### src/hdl/asd_pkg.sv
// ----------------------------------------------------------------------------
// asd_pkg
// Shared widths, register codes, reset values and channel word types of the
// accelerometer shake detector.
// ----------------------------------------------------------------------------
package asd_pkg;

    localparam int AXIS_W     = 16;
    localparam int MAG_W      = 16;
    localparam int TIME_W     = 32;
    localparam int SQ_W       = 32;
    localparam int ROOT_W     = 16;
    localparam int VAR_W      = 30;
    localparam int COOL_W     = 16;
    localparam int CFG_IDX_W  = 8;
    localparam int CFG_DATA_W = 32;

    localparam int WINDOW_DEPTH_DEFAULT = 8;
    localparam int DIV_DW_DEFAULT       = 2 * (MAG_W + $clog2(WINDOW_DEPTH_DEFAULT));
    localparam int DIVISOR_DEFAULT      = WINDOW_DEPTH_DEFAULT * WINDOW_DEPTH_DEFAULT;

    localparam logic [VAR_W-1:0]  VAR_MAX        = {VAR_W{1'b1}};
    localparam logic [VAR_W-1:0]  THRESHOLD_RESET = 30'd23488102;
    localparam logic [COOL_W-1:0] COOLDOWN_RESET  = 16'd1000;

    localparam logic [CFG_IDX_W-1:0] REG_VARIANCE_THRESHOLD = 8'd0;
    localparam logic [CFG_IDX_W-1:0] REG_COOLDOWN_MS        = 8'd1;

    typedef struct packed {
        logic signed [AXIS_W-1:0] accel_x;
        logic signed [AXIS_W-1:0] accel_y;
        logic signed [AXIS_W-1:0] accel_z;
        logic [TIME_W-1:0]        time_ms;
    } sample_t;

    typedef struct packed {
        logic             shake_detected;
        logic [VAR_W-1:0] window_variance;
    } result_t;

    typedef struct packed {
        logic [CFG_IDX_W-1:0]  index;
        logic [CFG_DATA_W-1:0] wdata;
    } cfg_word_t;

endpackage

### src/hdl/asd_serial_mul.sv
// ----------------------------------------------------------------------------
// asd_serial_mul
// Shift-add multiplier, one multiplier bit per cycle.
// ----------------------------------------------------------------------------
module asd_serial_mul #(
    parameter int AW = asd_pkg::MAG_W,
    parameter int BW = asd_pkg::MAG_W
) (
    input  logic            clk,
    input  logic            rst_n,
    input  logic            start,
    input  logic [AW-1:0]   a,
    input  logic [BW-1:0]   b,
    output logic [AW+BW-1:0] product,
    output logic            done
);
    localparam int CW = $clog2(BW + 1);

    logic [AW-1:0]    a_reg;
    logic [AW+BW-1:0] p_reg, p_next;
    logic [CW-1:0]    cnt_reg;
    logic [AW:0]      partial;

    always_comb
    begin
        partial = {1'b0, p_reg[AW+BW-1:BW]} + (p_reg[0] ? {1'b0, a_reg} : '0);
        p_next  = {partial, p_reg[BW-1:1]};
    end

    always_ff @(posedge clk or negedge rst_n)
    begin
        if (!rst_n)
        begin
            cnt_reg <= '0;
        end
        else if (start)
        begin
            cnt_reg <= CW'(BW);
        end
        else if (cnt_reg != '0)
        begin
            cnt_reg <= cnt_reg - CW'(1);
        end
    end

    always_ff @(posedge clk)
    begin
        if (start)
        begin
            a_reg <= a;
            p_reg <= {{AW{1'b0}}, b};
        end
        else if (cnt_reg != '0)
        begin
            p_reg <= p_next;
        end
    end

    assign product = p_reg;
    assign done    = (cnt_reg == '0);
endmodule

### config.mk
export PLATFORM = sky130hd
export DESIGN_NAME = asd_serial_mul
export DESIGN_NICKNAME = d
export VERILOG_FILES = /design/src/hdl/asd_pkg.sv /design/src/hdl/asd_serial_mul.sv
export SDC_FILE = /design/constraint.sdc
export NUM_CORES = 1
export LEC_CHECK = 0
export BUFFER_PORTS_ARGS = -buffer_cell sky130_fd_sc_hd__buf_2
export CAP_MARGIN = 20
export CORE_ASPECT_RATIO = 0.9
export CORE_MARGIN = 2
export CORE_UTILIZATION = 50
export DETAILED_ROUTE_END_ITERATION = 10
export PLACE_DENSITY = 0.85
export SLEW_MARGIN = 25
export SYNTH_ARGS = -nofsm -noshare
export SYNTH_HDL_FRONTEND = slang
export SYNTH_SLANG_ARGS = --single-unit
### constraint.sdc
create_clock -name clk -period 5.6 [get_ports clk]
set_input_delay 0.28 -clock clk [delete_from_list [all_inputs] [get_ports clk]]
set_output_delay 0.28 -clock clk [all_outputs]
set_load 0.005 [all_outputs]
==> key figures <==
Run status
  • Status: completed

Worst setup path
  • CP startpoint: product[0]
  • Worst r2r path cells: 8
  • Crit end category: flop
  • Top delay family on crit path: compound AO/OA/AOI/OAI gates
  • Critical path class: flop to flop
  • CP Launch Type: flop
  • CP arrival: 3.14 ns
  • RR Startpoint: product[0]
  • R2R Setup Slk: 2.65 ns
  • Crit path depth: 8
  • Crit Reg-Reg Endpoint: product[27]
  • Slowest CP cell: edfxtp_1
  • Worst-path maximum fanout: 17
  • Worst path bufs/invs: 0
  • Setup crit end: product[27]
  • Crit-path cells: and2_1, ha_1, fa_1, a21o_2, a311o_1, a21oi_1, a2111o_1, o211ai_1
  • Crit-path max cell delay: 0.61 ns
  • Worst Path Required: 5.79 ns

Final layout
  • Footprint of the multi-input gates: 1463 um2
  • Area delta synth->final: 17.76%
  • Share of cells above drive strength 1: 0.3070
  • Register Area: 1406 um2
  • Finished Core Util: 0.6134
  • Largest register FFs: 32
  • Layout Cells excl Fill: 412
  • Commonest non-fill, non-tap cell in the layout: buf_2
  • Most frequent cells in the layout: buf_2, edfxtp_1, a21oi_1, nor2_1
  • Antenna cells: 0
  • Nets@finish: 395
  • Fillers: 462

Clock tree
  • Post_cts resized: 0
  • CTS tree: done
  • Setup bufs post-CTS: 0
  • Clock Latency Late Sink: 0.31 ns
  • CTS Buf Count: 5
  • H-tree levels: 2
  • Root Buffer Master: clkbuf_8
  • CTS Buffer Depth: 2
  • Clock sinks: 53
  • Worst-path clk slew: 0.10 ns

Global route
  • Met3 usage: 0.04090
  • Largest net degree at the start of global routing: 58
  • GRT Total Usage: 0.2013
  • Number of global-route vias before repair: 2256
  • First-pass GRT wire length: 10630 um
  • Met1 Use GR: 0.2712
  • Antenna violations before repair: 0
  • Grt peak-use layer: met2
  • GRT overflow: 0
  • GR Util met2: 0.3250

Synthesis
  • Cell taking the most area after synthesis: edfxtp_1
  • Synth Warn #: 0
  • Mapped cell area: 2965 um2
  • Number of synthesized flops with an enable pin: 32
  • Synth area leaders: edfxtp_1, dfxtp_1, ha_1
  • Async S/R FF share, synth: 0.09434
  • Net Count, Synth: 328
  • Post-synthesis sequential area ratio: 0.4743
  • Yosys top cell area share: 0.3241
  • Predominant post-synthesis flop cell: edfxtp_1
  • Post-Syn Instances: 274
  • Yosys reg bits: 53
  • Unique masters post-synth: 53
  • Syn Area/Cell: 10.82 um2

STA
  • Period minus WS final: 2.946 ns
  • Max-slew violations: 0
  • Final Setup Violations: 0
  • Worst-Margin Slew: 0.6995 ns
  • Final worst slack: 2.654 ns
  • Setup_tns: 0 ns
  • FMAX: 339.4 MHz
  • Final Skew: 0.009726 ns
  • Hold Fails Final Rpt: 0
  • Unrepaired setup endpoints after global routing: no
  • Final period util: 0.5261
  • Worst rel slew slack: 0.5332

Routing
  • Routed via count: 2330
  • Antenna viol nets, final: 0
  • Drt drc: 0
  • Routed vias/inst: 5.655
  • Detailed Routing Iterations Pass 1: 5
  • Detailed Route Iter0 Violations: 152
  • Routed WL per cell: 15.23 um
  • Final wirelength: 6275 um

Min path
  • Worst hold path class: input pin to flop

Floorplanning
  • # IOs: 68
  • Die width: 85.18 um
  • Initial Utilization: 0.5209
  • Chip height: 77.06 um
  • Core area: 5693 um2
  • Cell row count: 26
  • Die area: 6564 um2

Placement
  • Detailed Place HPWL: 4537 um
  • Placer Congestion: 0.8961
  • Placed cells: 403
  • Place WS: 2.677 ns
  • IO Port Bufs: 67

Pwr
  • Maximum vdd drop: 261.0 uV
  • Leakage: 1.512 nW
  • PD cells: 447.7 nW/um2

Run
  • Max_cap viols: 0
==> metrics by stage <==
stage	power [mW]	hold WS (ns)	area, um2
after detailed placement	1.251	0.1026	3344
after global routing	1.683	0.1235	3492
after global placement	1.227	0.09807	3344
after CTS	1.570	0.1311	3492
after floorplan	1.060	-0.01559	2965
final	1.564	0.1375	3492
==> Yosys cell counts, drive strengths merged, types with 4 or more instances <==
library cell,number
clkbuf,5
nand2,18
and3,4
a21oi,25
ha,18
edfxtp,32
or3,5
nor3,7
dfrtp,5
dfxtp,16
nand3,9
mux2,16
o211ai,5
a21o,5
inv,12
o21ai,8
a211oi,4
buf,4
and2,17
nor2,21
==> per-layer routing <==
layer  share of wire  vias up
met5               0        -
met4           0.012        0
met3           0.051        7
met2            0.50       75
met1            0.44     1097
li1                -     1151
==> worst min-delay path by stage <==
stage                             to  cells after the start  slack, ns   from
final                       a_reg[1]                      1       0.14   a[1]
after CTS                   a_reg[1]                      1       0.13   a[1]
after floorplan           cnt_reg[0]                      0      -0.02  rst_n
after detailed placement  cnt_reg[3]                      1       0.10  rst_n
after global routing        a_reg[5]                      1       0.12   a[5]
after global placement    cnt_reg[4]                      1        0.1  rst_n
==> kinds of logic after synthesis <==
logic type | after synthesis | synth area share
AND/OR/NAND/NOR | 94 | 0.1641
XOR/XNOR | 5 | 0.01477
buffers and inverters | 21 | 0.03249
multiplexers | 17 | 0.06413
flip-flops | 53 | 0.4743
AO/OA/AOI/OAI | 65 | 0.1675
adder cells (fa/ha/maj) | 19 | 0.08270
==> where the power goes <==
part           leakage [nW]  switching [mW]  total, mW  internal [mW]
Clock                0.0687           0.132      0.312          0.180
Sequential            0.520          0.0801      0.608          0.527
Combinational         0.924           0.356      0.644          0.287
Total                  1.51           0.569       1.56          0.995
==> area by class of cell <==
class                   count  share of cell area
clock inverters             3             0.01971
flip-flops and latches     53              0.4027
inverters                  12             0.01290
multi-input cells         200              0.4188
repair buffers             69              0.1010
well taps                  70             0.02508
clock buffers               5             0.01971
==> repair_timing <==
item / CTS / global route
endpoints found under the hold margin: 5 / 0
endpoints found under the setup margin: 0 / 0
hold buffers: 1 / 0
Power figures use the tool's default switching activity.
