===== config.mk =====
export PLATFORM = sky130hd
export DESIGN_NAME = asd_const_div
export DESIGN_NICKNAME = d
export VERILOG_FILES = /design/src/hdl/asd_pkg.sv /design/src/hdl/asd_const_div.sv
export SDC_FILE = /design/constraint.sdc
export NUM_CORES = 1
export LEC_CHECK = 0
export ABC_AREA = 1
export BUFFER_PORTS_ARGS = -buffer_cell sky130_fd_sc_hd__buf_2
export CORE_MARGIN = 2
export CORE_UTILIZATION = 45
export DETAILED_ROUTE_END_ITERATION = 6
export HOLD_SLACK_MARGIN = 0.1
export PLACE_DENSITY = 0.72
export SLEW_MARGIN = 20
export SYNTH_ARGS = -nofsm -noshare
export SYNTH_HDL_FRONTEND = slang
export SYNTH_SLANG_ARGS = --single-unit

===== constraint.sdc =====
create_clock -name clk -period 1.7 [get_ports clk]
set_input_delay 0.17 -clock clk [delete_from_list [all_inputs] [get_ports clk]]
set_output_delay 0.17 -clock clk [all_outputs]
set_load 0.02 [all_outputs]

===== src/hdl/asd_pkg.sv =====
// ----------------------------------------------------------------------------
// asd_pkg
// Shared widths, register codes, reset values and channel word types of the
// accelerometer shake detector.
// ----------------------------------------------------------------------------
package asd_pkg;

    localparam int AXIS_W     = 16;
    localparam int MAG_W      = 16;
    localparam int TIME_W     = 32;
    localparam int SQ_W       = 32;
    localparam int ROOT_W     = 16;
    localparam int VAR_W      = 30;
    localparam int COOL_W     = 16;
    localparam int CFG_IDX_W  = 8;
    localparam int CFG_DATA_W = 32;

    localparam int WINDOW_DEPTH_DEFAULT = 8;
    localparam int DIV_DW_DEFAULT       = 2 * (MAG_W + $clog2(WINDOW_DEPTH_DEFAULT));
    localparam int DIVISOR_DEFAULT      = WINDOW_DEPTH_DEFAULT * WINDOW_DEPTH_DEFAULT;

    localparam logic [VAR_W-1:0]  VAR_MAX        = {VAR_W{1'b1}};
    localparam logic [VAR_W-1:0]  THRESHOLD_RESET = 30'd23488102;
    localparam logic [COOL_W-1:0] COOLDOWN_RESET  = 16'd1000;

    localparam logic [CFG_IDX_W-1:0] REG_VARIANCE_THRESHOLD = 8'd0;
    localparam logic [CFG_IDX_W-1:0] REG_COOLDOWN_MS        = 8'd1;

    typedef struct packed {
        logic signed [AXIS_W-1:0] accel_x;
        logic signed [AXIS_W-1:0] accel_y;
        logic signed [AXIS_W-1:0] accel_z;
        logic [TIME_W-1:0]        time_ms;
    } sample_t;

    typedef struct packed {
        logic             shake_detected;
        logic [VAR_W-1:0] window_variance;
    } result_t;

    typedef struct packed {
        logic [CFG_IDX_W-1:0]  index;
        logic [CFG_DATA_W-1:0] wdata;
    } cfg_word_t;

endpackage


===== src/hdl/asd_const_div.sv =====
// ----------------------------------------------------------------------------
// asd_const_div
// Restoring divider by a fixed divisor, one quotient bit per cycle.
// ----------------------------------------------------------------------------
module asd_const_div #(
    parameter int DW      = asd_pkg::DIV_DW_DEFAULT,
    parameter int DIVISOR = asd_pkg::DIVISOR_DEFAULT
) (
    input  logic          clk,
    input  logic          rst_n,
    input  logic          start,
    input  logic [DW-1:0] dividend,
    output logic [DW-1:0] quotient,
    output logic          done
);
    localparam int RW = $clog2(DIVISOR);
    localparam int CW = $clog2(DW + 1);
    localparam logic [RW:0] DIVISOR_V = (RW + 1)'(DIVISOR);

    logic [RW-1:0] rem_reg, rem_next;
    logic [DW-1:0] dq_reg, dq_next;
    logic [CW-1:0] cnt_reg;
    logic [RW:0]   trial;
    logic          ge;

    always_comb
    begin
        trial    = {rem_reg, dq_reg[DW-1]};
        ge       = (trial >= DIVISOR_V);
        rem_next = ge ? RW'(trial - DIVISOR_V) : RW'(trial);
        dq_next  = {dq_reg[DW-2:0], ge};
    end

    always_ff @(posedge clk or negedge rst_n)
    begin
        if (!rst_n)
        begin
            cnt_reg <= '0;
        end
        else if (start)
        begin
            cnt_reg <= CW'(DW);
        end
        else if (cnt_reg != '0)
        begin
            cnt_reg <= cnt_reg - CW'(1);
        end
    end

    always_ff @(posedge clk)
    begin
        if (start)
        begin
            rem_reg <= '0;
            dq_reg  <= dividend;
        end
        else if (cnt_reg != '0)
        begin
            rem_reg <= rem_next;
            dq_reg  <= dq_next;
        end
    end

    assign quotient = dq_reg;
    assign done     = (cnt_reg == '0);
endmodule

==> impl_metrics.prom <==
# TYPE chip_impl_metric gauge
chip_impl_metric{name="io-pin-count",unit=""} 80
chip_impl_metric{name="setup_violations",unit=""} 0
chip_impl_metric{name="dr.pass1.iters",unit=""} 4
chip_impl_metric{name="antenna_cells",unit=""} 0
chip_impl_metric{name="min_delay_path_depth",unit=""} 3
chip_impl_metric{name="wire_length_of_the_first_global_routing_pass",unit="mm"} 7.11
chip_impl_metric{name="routabilityCongestion",unit=""} 0.762
chip_impl_metric{name="worst_clock_skew",unit="ns"} 0.00840
chip_impl_metric{name="hold-worst-slack",unit="ns"} 0.128
chip_impl_metric{name="timing.critical_path.fanout_max",unit=""} 3
chip_impl_metric{name="floorplan.initialDensity",unit="%"} 46.5
chip_impl_info{name="cp-end-kind",value="output port"} 1
chip_impl_metric{name="timing_worst_slew_pin_value",unit="ns"} 0.378
chip_impl_metric{name="vias_per_cell",unit=""} 4.87
chip_impl_metric{name="crit_required",unit="ns"} 1.53
chip_impl_metric{name="synthesis.area",unit="sq mm"} 0.00218
chip_impl_info{name="critical_path.startpoint",value="cnt_reg[1]$_DFFE_PN0P_"} 1
chip_impl_metric{name="flop2flop_setup_slack",unit="ns"} 0.17
chip_impl_metric{name="routed_wire_length_per_instance",unit="um"} 12.3
chip_impl_metric{name="layout.filler_cells",unit=""} 427
chip_impl_info{name="combinational_family_with_the_most_area_after_synthesis",value="simple AND/OR/NAND/NOR gates"} 1
chip_impl_info{name="reg2reg_to",value="rem_reg[3]$_SDFFE_PP0N_"} 1
chip_impl_metric{name="ctsLongestPathBuffers",unit=""} 2
chip_impl_metric{name="switching_share",unit="%"} 26.6
chip_impl_info{name="cts.root.buffer_cell",value="clkbuf_8"} 1
chip_impl_metric{name="ff_latch_area",unit="sq mm"} 0.00141
chip_impl_metric{name="postSynthRegisterBits",unit=""} 50
chip_impl_metric{name="floorplan.die.width",unit="um"} 73.6
chip_impl_metric{name="share_clk_of_total_power",unit="%"} 27.3
chip_impl_metric{name="post_layout_nonfiller_instances",unit=""} 365
chip_impl_metric{name="synth.area.mux_share",unit="%"} 0
chip_impl_info{name="grt_most_used_layer",value="met2"} 1
chip_impl_metric{name="grt_start_max_net_pins",unit=""} 44
chip_impl_metric{name="placement_rows",unit=""} 25
chip_impl_metric{name="grt_overflow_total",unit=""} 0
chip_impl_info{name="outcome",value="completed"} 1
chip_impl_metric{name="final-max-slew-violation-count",unit=""} 0
chip_impl_info{name="hold_start",value="dividend[7]"} 1
chip_impl_metric{name="synthToLayoutAreaGrowth",unit="%"} 25.1
chip_impl_info{name="kind_of_launch_point_of_the_worst_setup_path",value="flip-flop"} 1
chip_impl_metric{name="share_comb_of_total_power",unit="%"} 15.7
chip_impl_metric{name="cts.htree.levels",unit=""} 2
chip_impl_metric{name="net-switching-power",unit="mW"} 0.691
chip_impl_metric{name="die_height",unit="um"} 73.6
chip_impl_metric{name="global_route.usage.met1",unit="%"} 24.9
chip_impl_metric{name="area_occupied_by_multi_input_gates",unit="sq um"} 699
chip_impl_metric{name="antenna_found_initial",unit=""} 0
chip_impl_metric{name="p_int",unit="mW"} 1.91
chip_impl_metric{name="seq_power_share",unit="%"} 57.0
chip_impl_metric{name="setup_total_negative_slack",unit="ns"} 0
chip_impl_metric{name="max_freq",unit="MHz"} 617
chip_impl_metric{name="post-dp-hpwl",unit="mm"} 3.04
chip_impl_metric{name="numClockSinks",unit=""} 50
chip_impl_metric{name="dpl.cell_count",unit=""} 356
chip_impl_metric{name="grt.met2_usage",unit="%"} 25.1
chip_impl_info{name="grt_setup_unrepaired",value="no"} 1
chip_impl_metric{name="final-hold-violation-count",unit=""} 0
chip_impl_metric{name="vdd_drop_max",unit="mV"} 0.523
chip_impl_metric{name="xor_and_xnor_fraction_of_the_mapped_netlist_area",unit="%"} 0.803
chip_impl_metric{name="period_share",unit="%"} 95.4
chip_impl_metric{name="use_met3",unit="%"} 5.08
chip_impl_metric{name="flip_flop_count_of_the_largest_register_after_layout",unit=""} 38
chip_impl_metric{name="worst_ep_arrival_time",unit="ns"} 1.45
chip_impl_metric{name="synth_compound_area_share",unit="%"} 1.15
chip_impl_info{name="setup.worst_path.class",value="reg2out"} 1
chip_impl_info{name="whs_endpoint",value="quotient[7]$_DFFE_PP_"} 1
chip_impl_metric{name="power_leakage",unit="nW"} 1.42
chip_impl_metric{name="layout.nets",unit=""} 353
chip_impl_metric{name="drt-total-wl",unit="mm"} 4.49
chip_impl_metric{name="post-route-worst-setup-slack",unit="ns"} 0.0787
chip_impl_metric{name="ant_nets",unit=""} 0
chip_impl_metric{name="die-area",unit="sq mm"} 0.00542
chip_impl_metric{name="final_period_minus_worst_setup_slack",unit="ns"} 1.62
chip_impl_metric{name="drive_above_1_share",unit="%"} 30.5
chip_impl_metric{name="power_density",unit="mW/mm^2"} 952
chip_impl_info{name="timing.hold.worst.class",value="in2reg"} 1
chip_impl_metric{name="worst_setup_hold_path_clk_slew",unit="ns"} 0.09
chip_impl_metric{name="post_synth_fa_ha_maj_area_fraction",unit="%"} 1.15
chip_impl_metric{name="postSynthNetCount",unit=""} 273
chip_impl_metric{name="cap_violations",unit=""} 0
chip_impl_metric{name="dp_worst_slack",unit="ns"} 0.0175
chip_impl_metric{name="synth.distinct_cells",unit=""} 22
chip_impl_metric{name="buffer_ports.inserted",unit=""} 79
chip_impl_metric{name="ys_warn_count",unit=""} 0
chip_impl_info{name="cts_tree",value="yes"} 1
chip_impl_metric{name="drtIter0Drc",unit=""} 97
chip_impl_metric{name="clock_latency",unit="ns"} 0.30
chip_impl_metric{name="tritoncts.num_buffers",unit=""} 5
chip_impl_metric{name="vias_in_the_first_global_route",unit=""} 1538
chip_impl_metric{name="placeableCoreArea",unit="sq mm"} 0.00469
chip_impl_metric{name="max_transition_margin",unit="%"} 74.8
chip_impl_metric{name="vias",unit=""} 1776
chip_impl_metric{name="synth-simple-area-share",unit="%"} 28.6
chip_impl_metric{name="synth_sequential_area_ratio",unit="%"} 64.7
chip_impl_info{name="crit-reg2reg-launch",value="cnt_reg[1]$_DFFE_PN0P_"} 1
chip_impl_metric{name="synth_cells",unit=""} 230
chip_impl_metric{name="route.detailed.drc",unit=""} 0
chip_impl_metric{name="syn_avg_cell_area",unit="sq um"} 9.48
chip_impl_metric{name="global_route.usage.total",unit="%"} 17.2
chip_impl_metric{name="reg2regPathDepth",unit=""} 8
worst max-delay path, stage by stage (launching register included):
cell and delay [ns]:
dfrtp_1 0.39, inv_1 0.10, ha_1 0.19, nand2_1 0.09, nor2_4 0.18, buf_2 0.20
cells in the mapped netlist (all sizes together):
master,n,area [sq um]
dfxtp,6,120
ha,2,25.0
clkinv,1,5.00
nand3,10,50.1
dfrtp,6,150
nand4,2,18.8
clkbuf,4,15.0
edfxtp,38,1140
buf,6,32.5
xnor2,1,8.76
nor2,6,37.5
xor2,1,8.76
o21ai,5,25.0
inv,7,26.3
nand2,135,517
power by group through the flow:
stage | logic [mW] | registers, mW | clock network [mW]
floorplan | 0.149 | 1.60 | 0
global placement | 0.399 | 1.51 | 0
detailed placement | 0.410 | 1.50 | 0
CTS | 0.412 | 1.48 | 0.731
global route | 0.452 | 1.49 | 0.772
finish | 0.407 | 1.48 | 0.710
cells by family (layout without fill, tap and decap cells):
logic type      after synthesis  after routing
xor+xnor                      2              2
buf+inv                      18             99
flops                        50             50
simple gates                153            153
fa+ha+maj                     2              2
compound gates                5              5
cells in the final DEF (no fill, tap or decap), types with 2 or more instances in the layout:
cell type | Yosys | layout
buf_2 | 5 | 79
buf_4 | 1 | 3
clkbuf_1 | 4 | 2
clkbuf_8 | 0 | 6
dfrtp_1 | 6 | 6
dfxtp_1 | 6 | 6
edfxtp_1 | 38 | 38
ha_1 | 2 | 2
inv_1 | 6 | 6
nand2_1 | 133 | 133
nand3_1 | 10 | 10
nor2_1 | 4 | 4
nor2_4 | 2 | 2
o21ai_1 | 4 | 4
final cells by class:
| cell class | count | share of cell area (%) |
|---|---|---|
| well taps | 54 | 2.48 |
| multi-input cells | 162 | 25.6 |
| flip-flops and latches | 50 | 51.7 |
| clock buffers | 8 | 3.30 |
| inverters | 8 | 1.15 |
| repair buffers | 83 | 15.7 |
timing repair:
item / in CTS / in global routing
endpoints found under the hold margin: 6 / 0
endpoints found under the setup margin: 5 / 1
hold buffers: 1 / 0
resized for setup: 1 / 0
pin swaps: 0 / 1
buffers inserted: 0 / 0
per-layer routing:
metal	part of all wire [%]	vias up	wire length, um
met1	47	813	2090
met2	45	63	2000
met4	1.5	0	67
met5	0	-	0
met3	7.3	7	326
li1	-	893	-
stage by stage:
stage,cell area (sq um),power (mW),utilization (%)
final,2730,2.60,58.1
after global routing,2730,2.72,58.1
after CTS,2730,2.62,58.1
after detailed placement,2620,1.91,55.8
after global placement,2620,1.91,55.8
after floorplan,2180,1.75,-
worst max-delay path by stage:
stage	cells after the start	end
after floorplan	5	quotient[0]$_DFFE_PP_
after global routing	5	done
after detailed placement	8	rem_reg[4]$_SDFFE_PP0N_
after global placement	8	rem_reg[4]$_SDFFE_PP0N_
after CTS	5	done
final	5	done
(Power assumes the default switching activity.)
