File: config.mk
export PLATFORM = sky130hd
export DESIGN_NAME = asd_isqrt
export DESIGN_NICKNAME = d
export VERILOG_FILES = /design/src/hdl/asd_pkg.sv /design/src/hdl/asd_isqrt.sv
export SDC_FILE = /design/constraint.sdc
export NUM_CORES = 1
export LEC_CHECK = 0
export ABC_AREA = 1
export BUFFER_PORTS_ARGS = -buffer_cell sky130_fd_sc_hd__buf_2
export CAP_MARGIN = 20
export CORE_UTILIZATION = 58
export DETAILED_ROUTE_END_ITERATION = 7
export HOLD_SLACK_MARGIN = 0.15
export PLACE_DENSITY = 0.81
export REMOVE_ABC_BUFFERS = 1
export SETUP_SLACK_MARGIN = 0.15
export SLEW_MARGIN = 20
export SYNTH_ARGS = -nofsm -noshare
export SYNTH_HDL_FRONTEND = slang
export SYNTH_SLANG_ARGS = --single-unit
File: constraint.sdc
create_clock -name clk -period 2.6 [get_ports clk]
set_input_delay 0.52 -clock clk [delete_from_list [all_inputs] [get_ports clk]]
set_output_delay 0.52 -clock clk [all_outputs]
set_load 0.01 [all_outputs]
File: src/hdl/asd_pkg.sv
// ----------------------------------------------------------------------------
// asd_pkg
// Shared widths, register codes, reset values and channel word types of the
// accelerometer shake detector.
// ----------------------------------------------------------------------------
package asd_pkg;

    localparam int AXIS_W     = 16;
    localparam int MAG_W      = 16;
    localparam int TIME_W     = 32;
    localparam int SQ_W       = 32;
    localparam int ROOT_W     = 16;
    localparam int VAR_W      = 30;
    localparam int COOL_W     = 16;
    localparam int CFG_IDX_W  = 8;
    localparam int CFG_DATA_W = 32;

    localparam int WINDOW_DEPTH_DEFAULT = 8;
    localparam int DIV_DW_DEFAULT       = 2 * (MAG_W + $clog2(WINDOW_DEPTH_DEFAULT));
    localparam int DIVISOR_DEFAULT      = WINDOW_DEPTH_DEFAULT * WINDOW_DEPTH_DEFAULT;

    localparam logic [VAR_W-1:0]  VAR_MAX        = {VAR_W{1'b1}};
    localparam logic [VAR_W-1:0]  THRESHOLD_RESET = 30'd23488102;
    localparam logic [COOL_W-1:0] COOLDOWN_RESET  = 16'd1000;

    localparam logic [CFG_IDX_W-1:0] REG_VARIANCE_THRESHOLD = 8'd0;
    localparam logic [CFG_IDX_W-1:0] REG_COOLDOWN_MS        = 8'd1;

    typedef struct packed {
        logic signed [AXIS_W-1:0] accel_x;
        logic signed [AXIS_W-1:0] accel_y;
        logic signed [AXIS_W-1:0] accel_z;
        logic [TIME_W-1:0]        time_ms;
    } sample_t;

    typedef struct packed {
        logic             shake_detected;
        logic [VAR_W-1:0] window_variance;
    } result_t;

    typedef struct packed {
        logic [CFG_IDX_W-1:0]  index;
        logic [CFG_DATA_W-1:0] wdata;
    } cfg_word_t;

endpackage

File: src/hdl/asd_isqrt.sv
// ----------------------------------------------------------------------------
// asd_isqrt
// Floor square root, two radicand bits per cycle, one root bit per cycle.
// ----------------------------------------------------------------------------
module asd_isqrt (
    input  logic                       clk,
    input  logic                       rst_n,
    input  logic                       start,
    input  logic [asd_pkg::SQ_W-1:0]   radicand,
    output logic [asd_pkg::ROOT_W-1:0] root,
    output logic                       done
);
    localparam int RW = asd_pkg::ROOT_W;
    localparam int SW = asd_pkg::SQ_W;
    localparam int EW = RW + 1;
    localparam int CW = $clog2(RW + 1);

    logic [SW-1:0] rad_reg;
    logic [EW-1:0] rem_reg, rem_next;
    logic [RW-1:0] root_reg, root_next;
    logic [CW-1:0] cnt_reg;
    logic [EW+1:0] rem_sh, trial;
    logic          ge;

    always_comb
    begin
        rem_sh    = {rem_reg, rad_reg[SW-1:SW-2]};
        trial     = {1'b0, root_reg, 2'b01};
        ge        = (rem_sh >= trial);
        rem_next  = ge ? EW'(rem_sh - trial) : EW'(rem_sh);
        root_next = {root_reg[RW-2:0], ge};
    end

    always_ff @(posedge clk or negedge rst_n)
    begin
        if (!rst_n)
        begin
            cnt_reg <= '0;
        end
        else if (start)
        begin
            cnt_reg <= CW'(RW);
        end
        else if (cnt_reg != '0)
        begin
            cnt_reg <= cnt_reg - CW'(1);
        end
    end

    always_ff @(posedge clk)
    begin
        if (start)
        begin
            rad_reg  <= radicand;
            rem_reg  <= '0;
            root_reg <= '0;
        end
        else if (cnt_reg != '0)
        begin
            rad_reg  <= {rad_reg[SW-3:0], 2'b00};
            rem_reg  <= rem_next;
            root_reg <= root_next;
        end
    end

    assign root = root_reg;
    assign done = (cnt_reg == '0);
endmodule

==> flow_metrics.tcl, run 1 <==
set metrics [dict create \
    fp-row-count 30 \
    slew_headroom 0.312 \
    drive_above_1_share 0.190 \
    largest_register_ffs 32 \
    avgRoutedWirePerCell_um 13.1 \
    cts.sinks 70 \
    required_ps 2850 \
    n_antenna_cell 0 \
    critPathTopFamily "buffers and inverters" \
    powerDensity_mw_per_mm2 1250 \
    fin_cells 697 \
    cp-start-kind "flop" \
    grt_pass1_wl_um 15200 \
    ys_seq_elements 70 \
    setup_viol_count_final 0 \
    die-height_um 86.1 \
    initial_core_util 0.604 \
    fmax_mhz 439 \
    worst-path-buf-inv 2 \
    wirelength_um 9160 \
    crit_path_end_kind "flop" \
    cts_root_buf "clkbuf_8" \
    fin_skew_ps 14.6 \
    fill_cells 570 \
    max_slew.worst_pin.slew_ps 1030 \
    slowest_stage "inv_2" \
    fin_setup_tns_ps 0 \
    tritoncts "built" \
    cts_buffers 9 \
    die-area_mm2 0.00741 \
    cp.arrival_ps 2520 \
    gr-total-overflow 0 \
    gp_congestion 0.911 \
    cp_num_cells 6 \
    ys_seq_area_frac 0.426 \
    area_growth_pct 14.2 \
    slew_violations 0 \
    yosys_warnings 0 \
    grtUsageTotal 0.266 \
    worstSetupPathType "reg2reg" \
    grt_max_degree 51 \
    synth_top_area_cell "edfxtp_1" \
    r2r_end "cnt_reg[0]" \
    nNetsFinal 651 \
    syn_inst 544 \
    crit_start "cnt_reg[0]" \
    dr_total_vias 3598 \
    hpwl_um 6480 \
    synthTopCellsByArea "edfxtp_1 (23%), nand2_1 (21%), dfxtp_1 (16%), inv_1 (6.3%), ha_1 (6.1%)" \
    fin_crit_ps 2280 \
    ios 52 \
    ant_nets 0 \
    worstPathMaxFanout 50 \
    leakagePower_nw 2.45 \
    r2r-start "cnt_reg[0]" \
    fin_crit_sh 0.876 \
    final_util 0.690 \
    r2r_cells 6 \
    synth-edff-count 32 \
    grt_pass1_vias 3440 \
    drt_iter0_markers 165 \
    synth_ff_type "dfxtp_1" \
    clock_latency_ps 360 \
    port_buffers 51 \
    dp_cells 680 \
    die_w_um 86.1 \
    avgViaCountPerCell 5.16 \
    clockBufferDepth 2 \
    cts.clk_slew.worst_paths_ps 80 \
    reg2reg_slack_ps 320 \
    synth_top_area_share 0.234 \
    design_area_mm2 0.00468 \
    dr.pass1.iters 5 \
    ir_drop_v 0.000527 \
    antenna_found_initial 0 \
    synth.most_common_cell "nand2_1" \
    netlist_area_mm2 0.00410 \
    max_stage_delay_ps 530 \
    path_cells "inv_1 -> ha_1 -> nand3_2 -> nor2_4 -> inv_2 -> o21ai_0" \
    hp-class "in2reg" \
    syn_area_per_cell_um2 7.54 \
    status "finished, final reports clean" \
    cts_htree_levels 3 \
    hold_viol_final 0 \
    synth_common_cells "nand2_1 (229), inv_1 (69), dfxtp_1 (33), edfxtp_1 (32), nand3_1 (21)" \
    endpoint "cnt_reg[0]" \
    finalPower_mw 5.85 \
    async_flop_share 0.0714 \
    coreArea_mm2 0.00679 \
    place_area_mm2 0.00442 \
    drc 0 \
    max_cap_viol_count 0 \
    rsz0062_at_grt "false" \
    synth.distinct_cells 33 \
]
-- metrics by stage --
step,hold WS [ps],worst slack (ps)
floorplan,224,156
global placement,338,378
detailed placement,340,349
CTS,415,327
global route,427,164
finish,422,322
-- worst reg2reg max path: stages, from the launching register on --
cell and delay [ps]:
dfrtp_1 390, inv_1 120, ha_1 180, nand3_2 140
nor2_4 430, inv_2 540, o21ai_0 380
-- worst min path at each step --
stage                       to   startpoint  slack, ps  cells past startpoint
floorplan           cnt_reg[0]        rst_n        220                      0
global placement    cnt_reg[3]        rst_n        340                      1
detailed placement  cnt_reg[1]        rst_n        340                      1
CTS                 rad_reg[0]  radicand[0]        410                      3
global route        rad_reg[0]  radicand[0]        430                      3
finish              rad_reg[0]  radicand[0]        420                      3
-- power by group --
group / total (mW) / leakage (nW) / internal, mW / switching (mW)
registers: 1.61 / 0.684 / 1.46 / 0.160
clock network: 1.08 / 0.116 / 0.640 / 0.440
logic: 3.16 / 1.65 / 1.13 / 2.03
-- cell families (layout without fill, tap and decap cells) --
family,count (synthesis),in the layout,share of synthesized area
compound gates,34,34,0.0488
buf+inv,89,146,0.0891
flops,70,70,0.426
fa+ha+maj,20,20,0.0610
xor+xnor,7,7,0.0149
simple gates,324,324,0.360
-- cell usage in the layout (no fill, tap or decap) --
master,n
nand2_2,17
ha_1,20
bufinv_16,3
and2_1,1
inv_1,69
edfxtp_1,32
o22ai_1,16
nand4_1,3
dfrtp_1,5
dlygate4sd3_1,1
nand3_2,12
inv_2,5
nor2_2,2
nor2_4,3
nor3_2,2
clkbuf_8,9
nor3_1,4
xnor2_1,6
nand2_8,1
a211oi_1,1
clkinvlp_4,2
nand2_1,229
or2_2,1
o21bai_1,1
buf_4,4
clkinv_4,2
nor2_1,14
dfxtp_1,33
a31oi_1,1
buf_2,51
o21ai_0,4
xor2_1,1
nand3_1,21
nand3b_1,14
a21oi_1,10
a211o_1,1
-- cell type report --
type / instances / area [um2] / area share
Tap cell: 96 / 120 / 0.0256
Inverter: 74 / 278 / 0.0593
Timing Repair Buffer: 56 / 295 / 0.0630
Multi-Input combinational cell: 385 / 2000 / 0.427
Sequential cell: 70 / 1750 / 0.373
Clock buffer: 9 / 124 / 0.0264
Clock inverter: 7 / 123 / 0.0262
-- routing by layer --
metal  track usage  up-vias  part of all wire
li1              -     1830                 -
met1         0.329     1630              0.45
met2         0.457      115              0.48
met3        0.0375       23             0.052
met4         0.129        0             0.024
met5             0        -                 0
-- repair_timing --
item,4_1_cts,5_1_grt
endpoints found under the hold margin,5,0
buffers inserted,0,0
hold buffers,1,0
setup endpoints to repair,0,3
gates resized for setup,0,1
(Power assumes the default switching activity.)
==> run 2: changes to the inputs <==
--- a/config.mk
+++ b/config.mk
@@ -5,7 +5,6 @@
 export SDC_FILE = /design/constraint.sdc
 export NUM_CORES = 1
 export LEC_CHECK = 0
-export ABC_AREA = 1
 export BUFFER_PORTS_ARGS = -buffer_cell sky130_fd_sc_hd__buf_2
 export CAP_MARGIN = 20
 export CORE_UTILIZATION = 58
==> run 2 against run 1 <==
Sequential power is 4% higher. Synthesized cell count is 28% lower. First-iteration DRC count is 89% higher. Critical path depth is 3 higher. Register-to-register slack worse by 250 ps. Synthesized area is 6.0% lower. Via count is 6.1% lower. Critical path type unchanged. Core utilization is 7.7 points higher. Sequential cell count stayed put. Highest routed layer unchanged. Critical endpoint is now rem_reg[3]. Cell area is 4.5% higher. Worst setup slack worse by 250 ps.
==> flow_metrics.tcl, run 2 <==
set metrics [dict create \
    status "finished, final reports clean" \
    fin_crit_sh 0.971 \
    netlist_area_mm2 0.00386 \
    wirelength_um 9830 \
    drt_iter0_markers 312 \
    ir_drop_v 0.000787 \
    worstPathMaxFanout 7 \
    slew_violations 0 \
    hold_viol_final 0 \
    grtUsageMet2 0.464 \
    fin_crit_ps 2520 \
    drive_above_1_share 0.398 \
    die-area_mm2 0.00698 \
    clock_latency_ps 350 \
    clockBufferDepth 2 \
    setup_ws_ps 76.5 \
    met1_usage 0.320 \
    grt_max_degree 33 \
    cp.arrival_ps 2770 \
    gr-total-overflow 0 \
    final_util 0.767 \
    cts_root_buf "clkbuf_8" \
    grtUsageTotal 0.270 \
    initial_core_util 0.604 \
    syn_inst 390 \
    die_w_um 83.5 \
    hp-class "in2reg" \
    leakagePower_nw 2.05 \
    dr_total_vias 3378 \
    fin_skew_ps 11.1 \
    synth.most_common_cell "nand2_1" \
    nNetsFinal 532 \
    synth_top_area_share 0.249 \
    grt_busiest_layer "met2" \
    dr.pass1.iters 5 \
    mostFrequentLayoutCells "buf_2 (51), nand2_1 (49), buf_4 (38), mux2_2 (32), edfxtp_1 (32)" \
    area_growth_pct 27.0 \
    grt_pass1_vias 3261 \
    cts_htree_levels 3 \
    rsz0062_at_grt "true" \
    synth-edff-count 32 \
    yosys_warnings 0 \
    async_flop_share 0.0714 \
    synth_common_cells "nand2_1 (57), dfxtp_1 (33), edfxtp_1 (32), mux2_2 (32), a21oi_1 (29)" \
    cts_buffers 9 \
    fill_cells 391 \
    slew_headroom 0.552 \
    gp_congestion 0.896 \
    port_buffers 51 \
    ant_nets 0 \
    setup_viol_count_final 0 \
    r2r-start "rem_reg[1]" \
    die-height_um 83.5 \
    fp-row-count 29 \
    largest_register_ffs 32 \
    cp-start-kind "flop" \
    required_ps 2850 \
    synth.distinct_cells 60 \
    max_slew.worst_pin.slew_ps 669 \
    final_common_cell "buf_2" \
    ys_seq_area_frac 0.453 \
    syn_area_per_cell_um2 9.89 \
    ys_seq_elements 70 \
    fmax_mhz 396 \
    coreArea_mm2 0.00639 \
    synthTopCellsByArea "edfxtp_1 (25%), dfxtp_1 (17%), mux2_2 (9.3%), ha_1 (6.5%), nand2_1 (5.5%)" \
    n_antenna_cell 0 \
    place_ws_ps -135 \
    worstHoldStart "radicand[0]" \
    ios 52 \
    antenna_found_initial 0 \
    crit_start "rem_reg[1]" \
    synth_ff_type "dfxtp_1" \
    cts.clk_slew.worst_paths_ps 90 \
    worstSetupPathType "reg2reg" \
    grt_util_met3 0.0732 \
    cts.sinks 70 \
    avgRoutedWirePerCell_um 17.6 \
    crit_path_end_kind "flop" \
    synth_top_area_cell "edfxtp_1" \
    grt_pass1_wl_um 15000 \
    tritoncts "built" \
    hpwl_um 5970 \
    drc 0 \
    avgViaCountPerCell 6.04 \
    max_cap_viol_count 0 \
    powerDensity_mw_per_mm2 1290 \
]
run 2: cell count changes in the layout (fill, tap and decap cells not counted), moves of 12 or more:
| cell | previous run | this run |
|---|---|---|
| nand2_1 | 229 | 49 |
| inv_1 | 69 | 24 |
| buf_4 | 4 | 38 |
| mux2_2 | 0 | 32 |
| nand3_1 | 21 | 6 |
| a21oi_1 | 10 | 24 |
| o22ai_1 | 16 | 2 |
| dfxtp_1 | 33 | 21 |
| dfxtp_2 | 0 | 12 |
| nand3_2 | 12 | 0 |
| nand3b_1 | 14 | 2 |
run 2: cells by family after synthesis:
family	count (synthesis)	synth area share
simple gates	128	0.154
compound gates	83	0.157
flops	70	0.453
buf+inv	44	0.0483
mux	33	0.0960
fa+ha+maj	20	0.0649
xor+xnor	12	0.0273
run 2: worst max-delay path, cell delays in order, from the launching register on:
cell	delay, ps
dfxtp_2	390
ha_4	240
a21oi_4	170
a21oi_2	110
o41a_1	470
o31ai_4	350
o21ba_4	220
buf_8	140
nand2_2	60
a311oi_1	270
run 2: area by class of cell:
type                            instances  area [um2]  area share
Inverter                               25        93.8      0.0192
Clock inverter                          7         103      0.0210
Tap cell                               77        96.3      0.0197
Multi-Input combinational cell        276        2100       0.429
Sequential cell                        70        1760       0.360
Timing Repair Buffer                   95         616       0.126
Clock buffer                            9         124      0.0253
run 2: through the flow:
| stage | hold slack (ps) | power, mW | cells | cell area (um2) | setup TNS (ps) |
|---|---|---|---|---|---|
| finish | 445 | 6.30 | 559 | 4900 | 0 |
| global route | 438 | 6.61 | 559 | 4900 | 0 |
| CTS | 440 | 5.85 | 556 | 4790 | 0 |
| detailed placement | 342 | 4.46 | 533 | 4380 | -230 |
| global placement | 338 | 4.33 | 533 | 4380 | 0 |
| floorplan | 224 | 3.61 | 371 | 3760 | -10350 |
run 2: what timing repair did:
action	4_1_cts	5_1_grt
cloned	1	0
setup buffers	5	3
pin swaps	15	14
setup endpoints to repair	15	17
hold buffers	1	0
endpoints found under the hold margin	5	0
gates resized for setup	28	27
run 2: path summary, 6_finish.rpt:
path                         endpoint  cells after the start  slack, ps
hold / removal             rad_reg[0]                      2        440
min in group asynchronous  cnt_reg[2]                      2        500
setup / recovery           rem_reg[3]                      9         80
hold reg to reg              root[15]                      2        480
setup reg to reg           rem_reg[3]                      9         80
max in group asynchronous  cnt_reg[4]                      2       1970
run 2: layer usage:
layer  wire length [um]  vias to the layer above
li1                   -                     1580
met1               3990                     1616
met2               4990                      153
met3                604                       29
met4                242                        0
met5                  0                        -
run 2: where the power goes:
part,leakage (nW),switching [mW],internal (mW)
combinational,1.26,1.92,1.71
sequential,0.677,0.189,1.48
clock,0.111,0.459,0.552
total,2.05,2.57,3.74
==> run 3: changes to the inputs <==
--- a/config.mk
+++ b/config.mk
@@ -8,6 +8,7 @@
 export BUFFER_PORTS_ARGS = -buffer_cell sky130_fd_sc_hd__buf_2
 export CAP_MARGIN = 20
 export CORE_UTILIZATION = 58
+export CTS_CLUSTER_DIAMETER = 50
 export DETAILED_ROUTE_END_ITERATION = 7
 export HOLD_SLACK_MARGIN = 0.15
 export PLACE_DENSITY = 0.81
==> constraint.sdc (replaced) <==
create_clock -name clk -period 2.6 [get_ports clk]
set_input_delay 0.52 -clock clk [delete_from_list [all_inputs] [get_ports clk]]
set_output_delay 0.52 -clock clk [all_outputs]
set_load 0.05 [all_outputs]
==> run 3 against run 2 <==
Clock power shrank 9.9%. Power up 0.68%. Critical path depth grew 1. Critical path type unchanged. Clock-buffer cell count up 1. First-iteration DRC count shrank 25%. Global-route usage shrank 0.67 points. Largest power group unchanged.
==> flow_metrics.tcl, run 3 (synthesis gave the netlist of run 2 again) <==
set metrics [dict create \
    fin_crit_sh 0.948 \
    coreArea_mm2 0.00639 \
    largest_register_ffs 32 \
    area_growth_pct 28.2 \
    gp_congestion 0.912 \
    place_area_mm2 0.00438 \
    die-area_mm2 0.00698 \
    r2r-start "root[1]" \
    required_ps 2870 \
    fill_cells 394 \
    cts_buffers 9 \
    rsz0062_at_grt "true" \
    register_area_mm2 0.00177 \
    cts_root_buf "clkbuf_8" \
    grt_pass1_vias 3111 \
    port_buffers 51 \
    wirelength_um 9780 \
    hpwl_um 5950 \
    dr_total_vias 3316 \
    fp-row-count 29 \
    cts.sinks 70 \
    ant_nets 0 \
    gr-total-overflow 0 \
    worstSetupPathType "reg2reg" \
    hold_depth 2 \
    drive_above_1_share 0.415 \
    drc 0 \
    slew_violations 0 \
    initial_core_util 0.604 \
    drt_iter0_markers 233 \
    tritoncts "built" \
    place_ws_ps -34.3 \
    cp-start-kind "flop" \
    design_area_mm2 0.00494 \
    setup_ws_ps 134 \
    reg2reg_slack_ps 130 \
    leakagePower_nw 2.02 \
    cts.clk_slew.worst_paths_ps 80 \
    setup_viol_count_final 0 \
    cts_htree_levels 3 \
    clock_latency_ps 370 \
    worstPathMaxFanout 6 \
    hold_viol_final 0 \
    clockBufferDepth 2 \
    max_cap_viol_count 0 \
    max_slew.worst_pin.slew_ps 671 \
    final_common_cell "nand2_1" \
    slew_headroom 0.551 \
    worstHoldStart "radicand[0]" \
    antenna_found_initial 0 \
    status "finished, final reports clean" \
    die-height_um 83.5 \
    r2r_cells 10 \
    grt_max_degree 38 \
    cp.arrival_ps 2730 \
    dr.pass1.iters 7 \
    n_antenna_cell 0 \
    min_to "rad_reg[0]" \
    avgRoutedWirePerCell_um 17.5 \
    r2r_end "rem_reg[3]" \
    die_w_um 83.5 \
    ir_drop_v 0.00113 \
    hp-class "in2reg" \
    fin_crit_ps 2470 \
    crit_path_end_kind "flop" \
    fmax_mhz 406 \
    multi_input_area_mm2 0.00215 \
    mostFrequentLayoutCells "nand2_1 (56), buf_2 (51), buf_4 (37), edfxtp_1 (32), mux2_2 (31)" \
    grt_pass1_wl_um 14400 \
    powerDensity_mw_per_mm2 1280 \
    fin_skew_ps 11.9 \
    nNetsFinal 532 \
    avgViaCountPerCell 5.93 \
    fin_cells 559 \
    ios 52 \
    final_util 0.774 \
    grtUsageTotal 0.264 \
    dp_cells 534 \
]
run 3: area by class of cell:
class / count / area share
multi-input cells: 276 / 0.436
flip-flops and latches: 70 / 0.358
repair buffers: 95 / 0.127
clock buffers: 10 / 0.0258
inverters: 25 / 0.0197
well taps: 77 / 0.0195
clock inverters: 6 / 0.0142
run 3: worst max path at each step:
stage	startpoint	end	slack, ps	depth (start not counted)
global route	root[13]	rem_reg[15]	-50	10
detailed placement	root[1]	rem_reg[13]	-30	10
global placement	root[5]	rem_reg[14]	40	9
finish	root[1]	rem_reg[3]	130	10
CTS	root[1]	rem_reg[9]	150	10
floorplan	cnt_reg[0]	rem_reg[9]	-570	7
run 3: worst max-delay path: stages (launching register included):
cell      delay [ps]
dfxtp_2          350
inv_2             50
ha_4             230
a21oi_2          190
a21oi_2          100
o41a_1           400
o31ai_4          340
o21ba_4          250
buf_6            140
nand2_1           70
a311oi_2         260
run 3: power by group:
group / total (mW) / internal (mW) / switching [mW]
sequential: 1.68 / 1.48 / 0.198
combinational: 3.76 / 1.82 / 1.93
clock: 0.910 / 0.448 / 0.462
run 3: per-layer routing:
metal | track usage | vias to the layer above | part of all wire
li1 | - | 1573 | -
met3 | 0.0435 | 31 | 0.048
met4 | 0.137 | 0 | 0.035
met5 | 0 | - | 0
met1 | 0.330 | 1591 | 0.42
met2 | 0.440 | 121 | 0.50
run 3: stage by stage:
step	setup TNS, ps	hold slack [ps]	power [mW]
6_report	0	440	6.35
5_1_grt	-49.4	445	6.68
4_1_cts	0	432	5.67
3_5_place_dp	-37.7	342	4.55
3_3_place_gp	0	338	4.44
2_1_floorplan	-15920	224	3.67
run 3: what timing repair did:
item / in CTS / in global routing
buffers inserted: 1 / 6
gates cloned: 0 / 1
pin swaps: 3 / 20
hold buffers: 1 / 0
endpoints found under the setup margin: 13 / 17
endpoints found under the hold margin: 5 / 0
gates resized for setup: 15 / 52
